===== config.mk =====
export PLATFORM = sky130hd
export DESIGN_NAME = login_stream_cipher_decrypt_top_flat
export DESIGN_NICKNAME = d
export VERILOG_FILES = /design/src/sv/lscd_pkg.sv /design/src/sv/lscd_if.sv /design/src/sv/login_stream_cipher_decrypt_top.sv /design/src/sv/lscd_keystream.sv /design/src/flat_wrapper.sv
export SDC_FILE = /design/constraint.sdc
export NUM_CORES = 1
export LEC_CHECK = 0
export ABC_AREA = 1
export BUFFER_PORTS_ARGS = -buffer_cell sky130_fd_sc_hd__buf_2
export CAP_MARGIN = 20
export CORE_UTILIZATION = 60
export CTS_CLUSTER_DIAMETER = 80
export DETAILED_ROUTE_END_ITERATION = 8
export GPL_ROUTABILITY_DRIVEN = 1
export HOLD_SLACK_MARGIN = 0.15
export PLACE_DENSITY = 0.8
export SYNTH_ARGS = -nofsm -noshare
export SYNTH_HDL_FRONTEND = slang
export SYNTH_HIERARCHICAL = 1
export SYNTH_SLANG_ARGS = --single-unit
export TNS_END_PERCENT = 30

===== constraint.sdc =====
create_clock -name clock -period 2.3 [get_ports clock]
set_input_delay 0.345 -clock clock [delete_from_list [all_inputs] [get_ports clock]]
set_output_delay 0.345 -clock clock [all_outputs]
set_load 0.01 [all_outputs]

===== src/sv/lscd_pkg.sv =====
`timescale 1ns / 1ps

package lscd_pkg;

   localparam int unsigned WORD_W = 32;
   localparam int unsigned BYTE_W = 8;
   localparam int unsigned POS_W = 6;
   localparam int unsigned CSR_IDX_W = 2;

   // Register indexes on the configuration port.
   localparam logic [CSR_IDX_W-1:0] CSR_CONN_SEED = 2'd0;
   localparam logic [CSR_IDX_W-1:0] CSR_KEY_ONE = 2'd1;
   localparam logic [CSR_IDX_W-1:0] CSR_KEY_TWO = 2'd2;

   // Check window: the verdict arrives with byte position CHECK_LEN-1, counted from zero at a restart.
   localparam logic [POS_W-1:0] CHECK_LEN = 6'd62;
   localparam logic [POS_W-1:0] CHECK_POS_HEAD = 6'd0;
   localparam logic [POS_W-1:0] CHECK_POS_MID = 6'd30;
   localparam logic [POS_W-1:0] CHECK_POS_TAIL = 6'd60;
   localparam logic [BYTE_W-1:0] HEAD_BYTE = 8'h80;
   localparam logic [BYTE_W-1:0] ZERO_BYTE = 8'h00;

   // Seed mixing constants for the table load.
   localparam logic [15:0] SEED_MIX_LOW_HI = 16'h1357;
   localparam logic [15:0] SEED_MIX_LOW_LO = 16'hAAAA;
   localparam logic [15:0] SEED_MIX_HIGH_HI = 16'hABCD;
   localparam logic [15:0] SEED_MIX_HIGH_LO = 16'h4321;

   typedef struct packed {
      logic step;
      logic restart;
   } ks_ctrl_type;

endpackage


===== src/sv/lscd_if.sv =====
`timescale 1ns / 1ps

interface lscd_req_if;
   import lscd_pkg::*;
   logic              valid;
   logic              ready;
   logic [BYTE_W-1:0] cipher_byte;
   logic              restart;

   modport source (output valid, output cipher_byte, output restart, input ready);
   modport sink (input valid, input cipher_byte, input restart, output ready);
endinterface

interface lscd_rsp_if;
   import lscd_pkg::*;
   logic              valid;
   logic              ready;
   logic [BYTE_W-1:0] plain_byte;
   logic              check_done;
   logic              key_valid;

   modport source (output valid, output plain_byte, output check_done, output key_valid,
                   input ready);
   modport sink (input valid, input plain_byte, input check_done, input key_valid,
                 output ready);
endinterface


===== src/sv/login_stream_cipher_decrypt_top.sv =====
`timescale 1ns / 1ps

// Channel   Direction  Payload                                  Handshake
// req_ch    in         cipher_byte[7:0], restart                valid / ready
// rsp_ch    out        plain_byte[7:0], check_done, key_valid   valid / ready
// csr_*     in         csr_index[1:0], csr_wdata[31:0]          csr_we, no wait
//
// One request is accepted per cycle while the output register is empty or being read; its
// response appears in the output register in the next cycle, so throughput is one byte per clock.
// The table update and the 32-bit key decrement sit in that single register-to-register path.
// A held response does not stall input as long as it is taken in the same cycle.
// Synchronous reset clears the tables and byte position, sets the check flag and empties the
// output register; the configuration registers then read zero.

module login_stream_cipher_decrypt_top
   import lscd_pkg::*;
(
   input  logic                 clock,
   input  logic                 reset,
   lscd_req_if.sink             req_ch,
   lscd_rsp_if.source           rsp_ch,
   input  logic                 csr_we,
   input  logic [CSR_IDX_W-1:0] csr_index,
   input  logic [WORD_W-1:0]    csr_wdata
);

   logic [WORD_W-1:0] conn_seed_ff, key_one_ff, key_two_ff;
   logic [POS_W-1:0]  pos_ff, pos_in, pos_cur;
   logic              check_ok_ff, check_ok_in, check_ok_cur;
   logic              rsp_valid_ff, rsp_valid_in;
   logic [BYTE_W-1:0] plain_byte_ff, plain_byte_in;
   logic              check_done_ff, check_done_in;
   logic              key_valid_ff, key_valid_in;
   logic              req_accept;
   logic              in_window;
   logic              mismatch;
   logic [BYTE_W-1:0] key_byte;
   ks_ctrl_type       ks_ctrl;

   assign req_ch.ready = !rsp_valid_ff || rsp_ch.ready;
   assign req_accept   = req_ch.valid && req_ch.ready;

   assign ks_ctrl.step    = req_accept;
   assign ks_ctrl.restart = req_ch.restart;

   lscd_keystream u_keystream (
      .clock     (clock),
      .reset     (reset),
      .ctrl      (ks_ctrl),
      .conn_seed (conn_seed_ff),
      .key_one   (key_one_ff),
      .key_two   (key_two_ff),
      .key_byte  (key_byte)
   );

   always_ff @(posedge clock) begin
      if (reset) begin
         conn_seed_ff <= '0;
         key_one_ff   <= '0;
         key_two_ff   <= '0;
      end else if (csr_we) begin
         case (csr_index)
            CSR_CONN_SEED: conn_seed_ff <= csr_wdata;
            CSR_KEY_ONE:   key_one_ff   <= csr_wdata;
            CSR_KEY_TWO:   key_two_ff   <= csr_wdata;
            default: ;
         endcase
      end
   end

   assign pos_cur      = req_ch.restart ? '0 : pos_ff;
   assign check_ok_cur = req_ch.restart ? 1'b1 : check_ok_ff;
   assign in_window    = pos_cur < CHECK_LEN;
   assign plain_byte_in = req_ch.cipher_byte ^ key_byte;

   assign mismatch = ((pos_cur == CHECK_POS_HEAD) && (plain_byte_in != HEAD_BYTE)) ||
                     (((pos_cur == CHECK_POS_MID) || (pos_cur == CHECK_POS_TAIL)) &&
                      (plain_byte_in != ZERO_BYTE));

   // The verdict includes the byte that closes the window.
   assign check_ok_in   = req_accept ? (check_ok_cur && !(in_window && mismatch)) : check_ok_ff;
   assign check_done_in = in_window && (pos_cur == CHECK_LEN - 6'd1);
   assign key_valid_in  = check_done_in && check_ok_in;

   always_comb begin
      pos_in = pos_ff;
      if (req_accept) begin
         pos_in = in_window ? pos_cur + 6'd1 : pos_cur;
      end
   end

   always_comb begin
      rsp_valid_in = rsp_valid_ff;
      if (req_accept) begin
         rsp_valid_in = 1'b1;
      end else if (rsp_ch.ready) begin
         rsp_valid_in = 1'b0;
      end
   end

   always_ff @(posedge clock) begin
      if (reset) begin
         pos_ff       <= '0;
         check_ok_ff  <= 1'b1;
         rsp_valid_ff <= 1'b0;
      end else begin
         pos_ff       <= pos_in;
         check_ok_ff  <= check_ok_in;
         rsp_valid_ff <= rsp_valid_in;
      end
   end

   always_ff @(posedge clock) begin
      if (req_accept) begin
         plain_byte_ff <= plain_byte_in;
         check_done_ff <= check_done_in;
         key_valid_ff  <= key_valid_in;
      end
   end

   assign rsp_ch.valid      = rsp_valid_ff;
   assign rsp_ch.plain_byte = plain_byte_ff;
   assign rsp_ch.check_done = check_done_ff;
   assign rsp_ch.key_valid  = key_valid_ff;

   a_pos_bounded: assert property (@(posedge clock) disable iff (reset)
      pos_ff <= CHECK_LEN)
      else $error("byte position ran past the check window");

   a_accept_fills_output: assert property (@(posedge clock) disable iff (reset)
      req_accept |=> rsp_valid_ff)
      else $error("accepted request left no response");

   a_restart_position: assert property (@(posedge clock) disable iff (reset)
      (req_accept && req_ch.restart) |=> (pos_ff == 6'd1))
      else $error("restart did not rewind the byte position");

   a_verdict_only_when_done: assert property (@(posedge clock) disable iff (reset)
      rsp_valid_ff && key_valid_ff |-> check_done_ff)
      else $error("key verdict outside the check byte");

endmodule


===== src/sv/lscd_keystream.sv =====
`timescale 1ns / 1ps

module lscd_keystream
   import lscd_pkg::*;
(
   input  logic              clock,
   input  logic              reset,
   input  ks_ctrl_type       ctrl,
   input  logic [WORD_W-1:0] conn_seed,
   input  logic [WORD_W-1:0] key_one,
   input  logic [WORD_W-1:0] key_two,
   output logic [BYTE_W-1:0] key_byte
);

   logic [WORD_W-1:0] table_low_ff, table_low_in;
   logic [WORD_W-1:0] table_high_ff, table_high_in;
   logic [WORD_W-1:0] cur_low, cur_high;
   logic [WORD_W-1:0] load_low, load_high;
   logic [WORD_W-1:0] key_one_dec;
   logic [WORD_W-1:0] mix_high;
   logic [WORD_W-1:0] next_low, next_high;

   assign load_low  = {(~conn_seed[15:0]) ^ SEED_MIX_LOW_HI,
                       conn_seed[15:0] ^ SEED_MIX_LOW_LO};
   assign load_high = {(~conn_seed[31:16]) ^ SEED_MIX_HIGH_HI,
                       conn_seed[31:16] ^ SEED_MIX_HIGH_LO};

   // A restart request decrypts with freshly loaded tables.
   assign cur_low  = ctrl.restart ? load_low : table_low_ff;
   assign cur_high = ctrl.restart ? load_high : table_high_ff;
   assign key_byte = cur_low[BYTE_W-1:0];

   // The low table's bit 0 is shifted into the high table twice.
   assign key_one_dec = key_one - 32'd1;
   assign mix_high    = {cur_low[0], cur_high[WORD_W-1:1]} ^ key_one_dec;
   assign next_high   = {cur_low[0], mix_high[WORD_W-1:1]} ^ key_one;
   assign next_low    = {cur_high[0], cur_low[WORD_W-1:1]} ^ key_two;

   always_comb begin
      table_low_in  = table_low_ff;
      table_high_in = table_high_ff;
      if (ctrl.step) begin
         table_low_in  = next_low;
         table_high_in = next_high;
      end
   end

   always_ff @(posedge clock) begin
      if (reset) begin
         table_low_ff  <= '0;
         table_high_ff <= '0;
      end else begin
         table_low_ff  <= table_low_in;
         table_high_ff <= table_high_in;
      end
   end

endmodule

===== src/flat_wrapper.sv =====
// flat-port wrapper written by rule: the top's interface ports become plain ports
module login_stream_cipher_decrypt_top_flat import lscd_pkg::*;
  (clock, reset, csr_we, csr_index, csr_wdata, req_ch_valid, req_ch_cipher_byte, req_ch_restart, req_ch_ready, rsp_ch_valid, rsp_ch_plain_byte, rsp_ch_check_done, rsp_ch_key_valid, rsp_ch_ready);
  lscd_req_if req_ch_i ();
  lscd_rsp_if rsp_ch_i ();
  input  logic clock;
  input  logic reset;
  input  logic csr_we;
  input  logic [CSR_IDX_W-1:0] csr_index;
  input  logic [WORD_W-1:0] csr_wdata;
  input wire logic [$bits(req_ch_i.valid)-1:0] req_ch_valid;
  input wire logic [$bits(req_ch_i.cipher_byte)-1:0] req_ch_cipher_byte;
  input wire logic [$bits(req_ch_i.restart)-1:0] req_ch_restart;
  output wire logic [$bits(req_ch_i.ready)-1:0] req_ch_ready;
  output wire logic [$bits(rsp_ch_i.valid)-1:0] rsp_ch_valid;
  output wire logic [$bits(rsp_ch_i.plain_byte)-1:0] rsp_ch_plain_byte;
  output wire logic [$bits(rsp_ch_i.check_done)-1:0] rsp_ch_check_done;
  output wire logic [$bits(rsp_ch_i.key_valid)-1:0] rsp_ch_key_valid;
  input wire logic [$bits(rsp_ch_i.ready)-1:0] rsp_ch_ready;
  assign req_ch_i.valid = req_ch_valid;
  assign req_ch_i.cipher_byte = req_ch_cipher_byte;
  assign req_ch_i.restart = req_ch_restart;
  assign req_ch_ready = req_ch_i.ready;
  assign rsp_ch_valid = rsp_ch_i.valid;
  assign rsp_ch_plain_byte = rsp_ch_i.plain_byte;
  assign rsp_ch_check_done = rsp_ch_i.check_done;
  assign rsp_ch_key_valid = rsp_ch_i.key_valid;
  assign rsp_ch_i.ready = rsp_ch_ready;
  login_stream_cipher_decrypt_top u_core (.clock(clock), .reset(reset), .req_ch(req_ch_i), .rsp_ch(rsp_ch_i), .csr_we(csr_we), .csr_index(csr_index), .csr_wdata(csr_wdata));
endmodule

# [Word level (Yosys, flattened, before mapping)]
# Index checks and enable logic that the tools add are counted.
[op_classes] addsub=2 magnitude_cmp=1 n_eq_ne=6 mux=8 bitwise=10 reduce_logical=19
[op_table] op="32-bit bitwise XOR" count=3
[op_table] op="32-bit 2-to-1 mux" count=2
[op_table] op="16-bit NOT" count=2
[op_table] op="32-bit by 1-bit subtractor with 32-bit output, second input constant" count=1
[op_table] op="8-bit NOT" count=2
[op_table] op="6-bit == test, second input constant" count=2
[op_table] op="6-bit 2-to-1 mux" count=2
[op_table] op="10-bit NOT" count=1
[op_table] op="8-bit inequality test, second input constant" count=1
[op_table] op="8-bit nonzero test" count=1
[op_table] op="8-bit bitwise XOR" count=1
[op_table] op="1-bit logical AND" count=7
[op_table] op="6-bit by 1-bit adder with 6-bit output, second input constant" count=1
[op_table] op="6-bit by 5-bit == test with 1-bit output, second input constant" count=1
[op_table] op="6-bit zero test" count=1
[op_table] op="6-bit < comparator, second input constant" count=1
[op_table] op="2-bit AND reduction" count=3
[op_table] op="5-bit NOT" count=1
[op_table] op="1-bit 2-to-1 mux" count=4
[op_table] op="1-bit logical OR" count=3
[op_table] op="2-bit by 1-bit == test with 1-bit output, second input constant" count=1
[op_table] op="2-bit == test, second input constant" count=1
[op_table] op="1-bit zero test" count=2
[op_table] op="2-bit zero test" count=1
[op_table] op="2-bit nonzero test" count=1
[totals] ff_bits=178 output_inout_bits=12 word_cells=57

# [Longest topological paths before layout]
[logic_depth] depth_word=12 depth_mapped=16 depth_no_buf=14

# [Hierarchy]
# Netlist, hierarchy kept.
[by_module_without_submodules] module="login_stream_cipher_decrypt_top" instances=1 cells_per_inst=577 area_per_inst_um2=4379.2
[by_module_without_submodules] module="lscd_keystream" instances=1 cells_per_inst=510 area_per_inst_um2=3280.6

# [Least setup slack after synthesis]
# Ideal clock, no wire load.
[synth_timing] path_kind="in2reg" startpoint="input req_ch_restart" endpoint="register u_core.key_valid_ff (netlist: u_core/rsp_ch.key_valid) (data pin)" arrival_ns=1.445 t_required_ns=2.047 slack_ns=0.602 cell_stages=16 n_path_buf=2 cell_sequence="buf_6 -> inv_2 -> buf_6 -> or2_1 -> o21ai_2 -> inv_1 -> nand2_1 -> nand2_1 -> nand2_1 -> nor2_1 -> nand2_1 -> nand2_1 -> nand2_1 -> nand2_1 -> nand2_1 -> nor2_1"
[synth_via] elab_chain_len=10 elab_cells_between_ends=21
[synth_rtl] item="start, declared" line="flat_wrapper.sv:13" text="input wire logic [$bits(req_ch_i.restart)-1:0] req_ch_restart;"
[synth_rtl] item="32-bit 2-to-1 mux *" line="lscd_keystream.sv:29" text="assign cur_low = ctrl.restart ? load_low : table_low_ff;"
[synth_rtl] item="net u_core.key_byte[7]" line="login_stream_cipher_decrypt_top.sv:37" text="logic [BYTE_W-1:0] key_byte;"
[synth_rtl] item="8-bit bitwise XOR *" line="login_stream_cipher_decrypt_top.sv:74" text="assign plain_byte_in = req_ch.cipher_byte ^ key_byte;"
[synth_rtl] item="net u_core.plain_byte_in[7]" line="login_stream_cipher_decrypt_top.sv:31" text="logic [BYTE_W-1:0] plain_byte_ff, plain_byte_in;"
[synth_rtl] item="8-bit inequality test / 8-bit nonzero test (equally long branches)" line="login_stream_cipher_decrypt_top.sv:76, login_stream_cipher_decrypt_top.sv:78"
[synth_rtl] item="1-bit logical AND (on tied branches)" line="login_stream_cipher_decrypt_top.sv:76, login_stream_cipher_decrypt_top.sv:77"
[synth_rtl] item="1-bit logical OR *" line="login_stream_cipher_decrypt_top.sv:76" text="assign mismatch = ((pos_cur == CHECK_POS_HEAD) && (plain_byte_in != HEAD_BYTE)) ||"
[synth_rtl] item="1-bit logical AND *" line="login_stream_cipher_decrypt_top.sv:81" text="assign check_ok_in = req_accept ? (check_ok_cur && !(in_window && mismatch)) : check_ok_ff;"
[synth_rtl] item="1-bit zero test *" line="login_stream_cipher_decrypt_top.sv:81"
[synth_rtl] item="1-bit logical AND *" line="login_stream_cipher_decrypt_top.sv:81"
[synth_rtl] item="1-bit 2-to-1 mux *" line="login_stream_cipher_decrypt_top.sv:81"
[synth_rtl] item="1-bit logical AND *" line="login_stream_cipher_decrypt_top.sv:83" text="assign key_valid_in = check_done_in && check_ok_in;"
[synth_rtl] item="net u_core.key_valid_in" line="login_stream_cipher_decrypt_top.sv:33" text="logic key_valid_ff, key_valid_in;"
[synth_rtl] item="end signal, assigned" line="login_stream_cipher_decrypt_top.sv:117" text="key_valid_ff <= key_valid_in;"
[synth_rtl] item="end, declared" line="login_stream_cipher_decrypt_top.sv:33"
# Mark *: on every way through the listed nets, which the timed path passes. The rest lies on a longest branch.
# A chain may end at the register's enable or synchronous reset.

# [Worst setup path after layout]
[layout_timing] startpoint="register u_core.key_one_ff[8]" endpoint="register u_core.u_keystream.table_high_ff[28]"
[layout_via] elab_chain_len=3
[layout_rtl] item="start, declared" line="login_stream_cipher_decrypt_top.sv:27" text="logic [WORD_W-1:0] conn_seed_ff, key_one_ff, key_two_ff;"
[layout_rtl] item="start signal, assigned" line="login_stream_cipher_decrypt_top.sv:64" text="CSR_KEY_ONE: key_one_ff <= csr_wdata;"
[layout_rtl] item="32-bit by 1-bit subtractor with 32-bit output" line="lscd_keystream.sv:34" text="assign key_one_dec = key_one - 32'd1;"
[layout_rtl] item="32-bit bitwise XOR" line="lscd_keystream.sv:35" text="assign mix_high = {cur_low[0], cur_high[WORD_W-1:1]} ^ key_one_dec;"
[layout_rtl] item="32-bit bitwise XOR" line="lscd_keystream.sv:36" text="assign next_high = {cur_low[0], mix_high[WORD_W-1:1]} ^ key_one;"
[layout_rtl] item="end signal, assigned" line="lscd_keystream.sv:54" text="table_high_ff <= table_high_in;"
[layout_rtl] item="end, declared" line="lscd_keystream.sv:16" text="logic [WORD_W-1:0] table_high_ff, table_high_in;"
# Every way passes these cells.

==> flow_summary_export.csv <==
group,metric,value,unit
sta,setup_viol,0,
finish,final-seq-area,3180,sq um
pwr,cellLeakagePower,4.17,nW
floorplanning,die_h,113,um
grt,antenna_found_initial,0,
worst_setup_path,cpMostUsedCell,"nand2_1",
finish,drive_above_1_share,0.125,
sta,fmax,627,MHz
clocking,cts_setup_buffers,0,
finish,area_delta_synth_final,14.6,%
sta,holdWs,0.162,ns
drt,drt_wl_total,18.4,mm
drt,wire_per_inst,14.7,um
finish,fillers,1013,
worst_setup_path,crit_path_max_fanout,4,
floorplanning,start_util,0.616,
floorplanning,die-area,12800,sq um
grt,first_global_vias,6270,
worst_setup_path,crit_type,"register to register",
drt,drtIter0Drc,560,
hold_path,hold_path.class,"input pin to register",
floorplanning,die_x,113,um
yosys,syn_nets,1106,
placement,hpwl,12.1,mm
sta,maxSlewViolCount,0,
sta,relSlewSlack,0.621,
clocking,clock_latency,0.42,ns
clocking,cts_inserted_buffers,17,
floorplanning,io_pins,60,
worst_setup_path,cp_data_required_time,2.62,ns
finish,multi_input_area,3450,sq um
drt,vias,6792,
worst_setup_path,worst_setup_path_start_kind,"register",
clocking,cts.root.buffer_cell,"clkbuf_16",
clocking,clk_path_buf_depth,2,
grt,grt_max_degree,66,
sta,period_share,0.694,
placement,placement.io_buffers,59,
placement,dp_cells,1224,
clocking,cts_resized,0,
worst_setup_path,slowest_stage,"dfxtp_1",
grt,grt_pass1_wl,30.3,mm
drt,drc_errors,0,
yosys,synth_cells,1055,
sta,rsz0062_at_grt,"false",
clocking,holdBufCountCts,0,
sta,min_period,1.60,ns
clocking,h-tree-depth,4,
grt,overflow,0,
finish,nets,1148,
worst_setup_path,max_stage_delay,0.36,ns
clocking,path_clk_slew,0.06,ns
drt,vias_per_cell,5.40,
floorplanning,fp-row-count,40,
clocking,clock-sinks,154,
pwr,peakVddDrop,0.000553,V
pwr,power_density,833,nW/um^2
drt,dr.pass1.iters,5,
status,status,"finished, final reports clean",
worst_setup_path,endpoint_kind,"register",
floorplanning,core_area,12000,sq um
placement,gp_congestion,0.882,
yosys,postSynthAreaPerCell,7.01,sq um
finish,diodes,0,
clocking,cts_tree,"built",
sta,finalHoldViolations,0,
sta,fin_tns_setup,0,ns
grt,grt_usage,0.305,
sta,tightestPinTransition,0.569,ns
finish,final-instance-count-excl-fill,1257,
worst_setup_path,crit_chain,"nor2_1 -> nand2_1 -> nor2_1 -> nand2_1 -> nor2_2 -> nand2_1 -> nand2_1 -> nand3_1 -> nand2_1 -> inv_1",
yosys,syn_area,7400,sq um
sta,skew,0.00590,ns
drt,drtAntennaViolNets,0,
yosys,yosysWarnings,6,
worst_setup_path,cp_data_arrival_time,1.92,ns
run,maxCapViolations,0,
layout make-up:
type                       count  area share
clock buffer                  18      0.0518
clock inverter                14      0.0255
inverter                     138      0.0614
multi-input combinational    711       0.407
sequential                   154       0.375
tap                          147      0.0217
timing repair buffer          75      0.0573
stage by stage:
stage          worst slack (ns)  instance area, sq um  power, mW   util
2_1_floorplan             0.602                  7400       3.73      -
3_3_place_gp              0.378                  7790       3.98  0.649
3_5_place_dp              0.300                  7790       4.00  0.649
4_1_cts                   0.710                  8450       7.07  0.703
5_1_grt                   0.403                  8480       7.34  0.706
6_report                  0.704                  8480       7.06  0.706
worst max-delay path: cells and delay by family (launching register included):
kind          cells  cell delay, ns
simple gates      9            1.10
flops             1            0.36
buf+inv           1            0.03
placed cells by master, fill, tap and decap left out, drive strengths merged:
cell	instances
nor2	255
o21ai	166
dfxtp	144
inv	141
nand2	135
buf	75
a21oi	50
xor2	33
xnor2	27
clkbuf	18
nand3	17
edfxtp	10
or2	10
nor3	8
bufinv	5
clkinvlp	3
ha	3
and2	3
clkinv	3
o221ai	2
o211ai	1
nand4	1
routing by layer:
| layer | global-route usage | share of wire |
|---|---|---|
| met1 | 0.389 | 0.44 |
| met2 | 0.520 | 0.47 |
| met3 | 0.0514 | 0.070 |
| met4 | 0.111 | 0.019 |
| met5 | 0 | 0 |
final timing paths:
| path | end | cells past startpoint | startpoint | slack [ns] |
|---|---|---|---|---|
| setup / recovery | u_core/u_keystream/table_high_ff[28] | 10 | u_core/key_one_ff[8] | 0.70 |
| hold / removal | u_core/key_one_ff[31] | 3 | csr_wdata[31] | 0.16 |
| hold reg to reg | u_core/conn_seed_ff[11] | 2 | u_core/conn_seed_ff[11] | 0.48 |
| setup reg to reg | u_core/u_keystream/table_high_ff[28] | 10 | u_core/key_one_ff[8] | 0.70 |
flip-flops by register name (all words and copies together) (netlist names):
name	flops
u_core/key_two_ff	32
u_core/u_keystream/table_low_ff	32
u_core/conn_seed_ff	24
u_core/rsp_ch.check_done	1
u_core/rsp_ch.valid	1
u_core/key_one_ff	32
u_core/check_ok_ff	1
u_core/rsp_ch.key_valid	1
u_core/u_keystream/table_high_ff	16
u_core/rsp_ch.plain_byte	8
u_core/pos_ff	6
power breakdown:
group	leakage, nW	switching, mW	internal, mW
Combinational	2.58	0.628	0.372
Clock	0.313	1.13	1.96
Sequential	1.28	0.0946	2.88
No activity file was read; power rests on OpenSTA's default activity.
